$ cat src/rtl/gbd_pkg.sv
// gbd_pkg: shared types and constants for the four-bin Goertzel detector.
// Used by gbd_ctrl, gbd_datapath, goertzel_bin_detector and gbd_checker.
// No dependencies.
package gbd_pkg;

    localparam int ACC_WIDTH_DEF    = 48;
    localparam int SAMPLE_WIDTH_DEF = 16;

    localparam int NUM_BINS  = 4;
    localparam int BIN_W     = 2;
    localparam int CNT_W     = $clog2(2 * NUM_BINS);
    localparam int COEF_W    = 16;
    localparam int CFG_IDX_W = 3;

    // Q1.15 fraction bits: 2*cos term uses one less shift
    localparam int FRAC_OUT = 15;
    localparam int FRAC_UPD = 14;

    typedef logic [BIN_W-1:0] t_bin;
    typedef logic [CNT_W-1:0] t_cnt;
    typedef logic [CFG_IDX_W-1:0] t_cfg_idx;
    typedef logic signed [COEF_W-1:0] t_coef;

    localparam t_bin LAST_BIN = BIN_W'(NUM_BINS - 1);
    localparam t_cnt LAST_UPD = CNT_W'(NUM_BINS - 1);
    localparam t_cnt LAST_OUT = CNT_W'(2 * NUM_BINS - 1);

    localparam t_coef COS_RESET = 16'sh7FFF;
    localparam t_coef SIN_RESET = 16'sh0000;

    // register map
    localparam t_cfg_idx REG_COS0 = 3'd0;
    localparam t_cfg_idx REG_SIN0 = 3'd1;
    localparam t_cfg_idx REG_COS1 = 3'd2;
    localparam t_cfg_idx REG_SIN1 = 3'd3;
    localparam t_cfg_idx REG_COS2 = 3'd4;
    localparam t_cfg_idx REG_SIN2 = 3'd5;
    localparam t_cfg_idx REG_COS3 = 3'd6;
    localparam t_cfg_idx REG_SIN3 = 3'd7;

    // datapath operations
    typedef enum logic [1:0] {
        OP_UPD,   // recurrence step: x + 2cos*s1 - s2
        OP_OUTA,  // output pass A: s1 products with cos
        OP_OUTB   // output pass B: s1 products with sin, combine, emit
    } t_op;

    typedef struct packed {
        logic load;    // latch the incoming sample word
        logic valid;   // issue op into the pipeline this cycle
        t_op  op;
        t_bin bin;
    } t_cmd;

    typedef struct packed {
        logic hold;        // pipeline frozen on a blocked result
        logic frame_done;  // last result of the frame leaves, states clear
    } t_stat;

endpackage

$ cat src/rtl/gbd_ctrl.sv
// gbd_ctrl: sequencer for the Goertzel detector; issues one bin op per cycle unless held.
// Depends on gbd_pkg. Drives gbd_datapath through t_cmd, watches t_stat.
module gbd_ctrl (
    input  logic          i_clk,
    input  logic          i_rst_n,
    input  logic          i_in_valid,
    input  logic          i_last_sample,
    output logic          o_in_stall,
    input  gbd_pkg::t_stat i_stat,
    output gbd_pkg::t_cmd  o_cmd
);
    import gbd_pkg::*;

    typedef enum logic [1:0] {
        S_WAIT,
        S_UPD,
        S_OUT,
        S_DRAIN
    } t_state;

    t_state r_state;
    t_cnt   r_cnt;
    logic   r_last;
    logic   w_accept;

    // take the next word while the last bin of the current one issues
    assign o_in_stall = !((r_state == S_WAIT) ||
                          (r_state == S_UPD && r_cnt == LAST_UPD && !r_last && !i_stat.hold));
    assign w_accept   = i_in_valid && !o_in_stall;

    always_comb begin
        o_cmd.load  = w_accept;
        o_cmd.valid = (r_state == S_UPD || r_state == S_OUT) && !i_stat.hold;
        if (r_state == S_UPD) begin
            o_cmd.op  = OP_UPD;
            o_cmd.bin = r_cnt[BIN_W-1:0];
        end else begin
            o_cmd.op  = r_cnt[0] ? OP_OUTB : OP_OUTA;
            o_cmd.bin = r_cnt[CNT_W-1:1];
        end
    end

    always_ff @(posedge i_clk) begin
        if (!i_rst_n) begin
            r_state <= S_WAIT;
            r_cnt   <= '0;
            r_last  <= 1'b0;
        end else begin
            unique case (r_state)
                S_WAIT: begin
                    if (w_accept) begin
                        r_last  <= i_last_sample;
                        r_cnt   <= '0;
                        r_state <= S_UPD;
                    end
                end
                S_UPD: begin
                    if (!i_stat.hold) begin
                        if (r_cnt == LAST_UPD) begin
                            r_cnt <= '0;
                            if (r_last) begin
                                r_state <= S_OUT;
                            end else if (w_accept) begin
                                r_last <= i_last_sample;
                            end else begin
                                r_state <= S_WAIT;
                            end
                        end else begin
                            r_cnt <= r_cnt + 1'b1;
                        end
                    end
                end
                S_OUT: begin
                    if (!i_stat.hold) begin
                        if (r_cnt == LAST_OUT) begin
                            r_state <= S_DRAIN;
                        end else begin
                            r_cnt <= r_cnt + 1'b1;
                        end
                    end
                end
                S_DRAIN: begin
                    if (i_stat.frame_done) begin
                        r_state <= S_WAIT;
                    end
                end
            endcase
        end
    end

endmodule

$ cat config.mk
export PLATFORM = sky130hd
export DESIGN_NAME = gbd_ctrl
export DESIGN_NICKNAME = d
export VERILOG_FILES = /design/src/rtl/gbd_pkg.sv /design/src/rtl/gbd_ctrl.sv
export SDC_FILE = /design/constraint.sdc
export NUM_CORES = 1
export LEC_CHECK = 0
export ABC_AREA = 1
export BUFFER_PORTS_ARGS = -buffer_cell sky130_fd_sc_hd__clkbuf_2
export CORE_AREA = 2 2 39 41
export DETAILED_ROUTE_END_ITERATION = 12
export DIE_AREA = 0 0 41 43
export HOLD_SLACK_MARGIN = 0.15
export PLACE_DENSITY = 0.71
export SYNTH_ARGS = -nofsm -noshare
export SYNTH_HDL_FRONTEND = slang
export SYNTH_SLANG_ARGS = --single-unit
export TNS_END_PERCENT = 30
$ cat constraint.sdc
create_clock -name i_clk -period 1.9 [get_ports i_clk]
set_clock_uncertainty 0.2 [all_clocks]
set_input_delay 0.475 -clock i_clk [delete_from_list [all_inputs] [get_ports i_clk]]
set_output_delay 0.475 -clock i_clk [all_outputs]
set_load 0.1 [all_outputs]
# Word level (Yosys, flattened, before mapping)
# Index checks and enable logic that the tools add are counted.
[totals]
register_bits = 6
in_bits = 6
out_inout_bits = 7
elab_cells = 56
[classes]
add_sub_neg = 1
eq_ne = 13
muxes = 23
n_reduce_logical = 16
[ops]
columns = ["operator", "n"]
rows = [
  ["two-way mux 2 bit", 9],
  ["two-way mux 3 bit", 5],
  ["inequality test 2 bit (second input constant)", 5],
  ["case mux 3 bit (3 select lines)", 1],
  ["case mux 2 bit (4 select lines)", 1],
  ["AND reduction 7 bit", 1],
  ["logical AND 1 bit", 5],
  ["two-way mux 1 bit", 5],
  ["AND reduction 5 bit", 1],
  ["equality test 2 bit (second input constant)", 2],
  ["two-way mux 4 bit", 1],
  ["inequality test 2 x 1 -> 1 bit (second input constant)", 2],
  ["AND reduction 4 bit", 1],
  ["adder 3 x 1 -> 3 bit (second input constant)", 1],
  ["equality test 3 x 2 -> 1 bit (second input constant)", 1],
  ["equality test 3 bit (second input constant)", 1],
  ["zero test 1 bit", 3],
  ["inequality test 3 bit (second input constant)", 1],
  ["nonzero test 3 bit", 1],
  ["equality test 2 x 1 -> 1 bit (second input constant)", 1],
  ["zero test 2 bit", 1],
  ["logical OR 1 bit", 2],
  ["case mux 1 bit (2 select lines)", 1],
  ["nonzero test 2 bit", 1],
]

# Logic depth before layout (Yosys ltp)
[logic_depth]
depth_word = 11
depth_mapped = 11
ltp_nobuf = 11

# Least setup slack after synthesis
# OpenSTA, ideal clock, no wires.
[synth_timing]
kind = "register to output"
from = "register with a tool-made name"
to = "output port o_cmd[1] in the netlist's numbering"
t_arrival_ns = 2.886
required_time_ns = 1.225
setup_slack_ns = -1.661
stages_incl_launch_ff = 5
n_path_buf = 1
path_cell_list = "dfxtp_1 > inv_1 > ha_1 > buf_6 > o21ai_0"
[synth_lines]
columns = ["item", "line_no", "source"]
rows = [
  ["end, declared", "gbd_ctrl.sv:10", "output gbd_pkg::t_cmd o_cmd"],
]

==> key figures <==
Run status
  • Outcome: finished, violations left
  • Violated checks: setup timing

Setup path
  • CP endpoint kind: output port
  • Crit-path max FO: 3
  • CP Launch Type: register
  • CP required: around 1200 ps
  • Critical path type: reg2out
  • Critical Path AT: between 1000 and 1500 ps

Placed design
  • Port bufs: 12
  • Placed insts: ~130
  • Final GP Congestion: between 0.8 and 0.9
  • Dpl hpwl: 1130 µm

Clock network
  • Max Root-Sink Buffers: 2
  • CTS tree: built
  • Cts hold-fix bufs: 0
  • Root Buffer: clkbuf_4
  • CTS HTree Levels: 1
  • Clock Latency Late Sink: ~250 ps
  • TritonCTS buffer count: 3
  • Reg clk slew, reported paths: approximately 50 ps
  • CTS sink cnt: 6

Route
  • Post-DRT Antenna Nets: 0
  • Drt first pass iters: 4
  • Wire length per cell: roughly 13 µm
  • DRT iter0 DRCs: 18
  • Vias: roughly 700
  • Vias/cell: 5.13
  • WL final: around 1800 µm
  • DRC Markers: 0

Cells and area
  • Ant. Diodes: 0
  • Share of cells above drive strength 1: between 50% and 60%
  • Cell Count, Final, Fillers Out: about 140
  • Filler instances: between 70 and 80
  • Layout Utilization: approximately four fifths
  • Area grow syn2layout: 77.5%
  • Fin nets: about 140

Timing
  • Tmin final: 2100 ps
  • Final worst slack: -204 ps
  • Slew @ Worst Pin: slightly above 200 ps
  • Final setup violation count: 7
  • RSZ-0062 raised after global routing: yes
  • Fmax achieved: 475 MHz
  • Max_slew headroom: a little under nine tenths
  • Final period utilization: 111%
  • Slew Viols, Final: 0
  • Hold Fails Final Rpt: 0
  • WHS: between 200 and 300 ps

Yosys
  • Syn Inst Count: between 80 and 90
  • Post-Syn Area: approximately 630 µm²
  • Yosys warns: 0
  • Syn Area/Cell: ~7.3 µm²
  • #FFs+latches synth: 6
  • Cell variety after synth: 23
  • Syn nets: ~100
  • Register area share after synthesis: 19.0%

GRT
  • Grt total ovfl: 0
  • Vias in the first global route: between 600 and 700
  • Largest net degree at the start of global routing: 10
  • Antenna violations before repair: 0
  • GRT Resource Usage Total: ~22%
  • First-pass GRT wire length: 2650 µm

Floorplan
  • Core Box Area: 1380 µm²
  • Die ar.: around 1800 µm²
  • Row count: 14
  • Io pins: 13
  • Initial Utilization: 45.8%
  • Die W: slightly above 40 µm
  • Chip Height: between 40 and 50 µm

Hold path
  • Min-delay worst type: in2reg

Run
  • MaxCap Viol Count: 0
[final timing paths]
path | slack (ps) | endpoint | start | cells after the start
setup reg to reg | 110 | register | r_state[0]$_SDFFE_PN0P_ | 9
hold / removal | 280 | r_last$_SDFFE_PN0P_ | i_last_sample | 3
setup / recovery | -200 | o_cmd[5] | r_cnt[1]$_SDFFE_PN0P_ | 9
hold reg to reg | 400 | r_last$_SDFFE_PN0P_ | r_last$_SDFFE_PN0P_ | 2
[layer usage]
layer,track usage [%],up-vias,wire (µm)
met5,0,-,0
met4,14.7,0,31
met3,3.14,6,67
met2,35.0,29,904
met1,26.9,322,753
li1,-,341,-
[cells by family after synthesis]
group                      count (synthesis)  share of synthesized area [%]
AOI/OAI and AO/OA                         15                           15.4
buffers and inverters                     18                           12.5
and+or+nand+nor                           39                           35.4
adders and majority gates                  9                           17.8
DFF                                        6                           19.0
[layout make-up]
type / count / area (µm²) / area share (%)
multi-input combinational: 63 / 554 / 49.3
sequential: 6 / 130 / 11.6
clock buffer: 3 / 22.5 / 2.00
inverter: 16 / 73.8 / 6.57
tap: 16 / 20.0 / 1.78
timing repair buffer: 32 / 323 / 28.7
[repair_timing]
item / CTS / global route
pin swaps: 7 / 3
setup buffers: 6 / 2
gates resized for setup: 16 / 1
endpoints found under the setup margin: 7 / 7
[per-stage QoR]
step / area [µm²] / setup WS [ps] / TNS (ps)
3_3_place_gp: 992 / 5.66 / 0
2_1_floorplan: 736 / -82.1 / -290
6_report: 1120 / -204 / -816
4_1_cts: 1100 / -190 / -694
5_1_grt: 1120 / -285 / -1210
3_5_place_dp: 992 / -10.3 / -10.3
[placed cells by master, fill, tap and decap left out, types with 2 or more instances in the layout]
master,n
a21oi_1,4
buf_12,7
buf_4,19
clkbuf_2,5
clkbuf_4,3
dfxtp_1,2
dfxtp_2,2
dfxtp_4,2
ha_1,5
ha_4,4
inv_1,9
inv_2,2
inv_4,4
nand2_1,12
nand2_2,4
nand2_4,3
nand3_1,4
nand3_4,2
nor2_1,4
nor2_4,6
o21ai_1,4
o21ai_4,2
[synthesized netlist by cell type]
cell / number / area share, %
dfxtp_1: 6 / 19
o21ai_2: 1 / 1.4
nand3_1: 4 / 3.2
nand2_1: 15 / 8.9
buf_6: 1 / 1.8
nand2_2: 3 / 3.0
a21oi_4: 1 / 2.6
buf_4: 1 / 1.2
o21ai_0: 3 / 2.4
a21oi_1: 4 / 3.2
nand3_2: 1 / 1.6
inv_1: 16 / 9.5
o21ai_1: 4 / 3.2
nor2_1: 8 / 4.7
o211a_1: 1 / 1.6
nand3_4: 2 / 5.5
or2_2: 1 / 0.99
nand2_4: 1 / 1.8
nor2_4: 2 / 3.6
o21a_1: 1 / 1.2
nand4_1: 1 / 0.99
ha_1: 9 / 18
nor3b_1: 1 / 1.2
[critical path, cell delays in order (launching register included)]
cell     delay, ps
dfxtp_2        350
ha_4           150
ha_4           130
inv_4           30
nor2_4          70
nand2_2         70
nand2_4        100
nand2_4         50
inv_2           60
buf_12         160
Power is not shown: default switching activity piles up to over one toggle a cycle in this logic, so the estimate is an artifact.
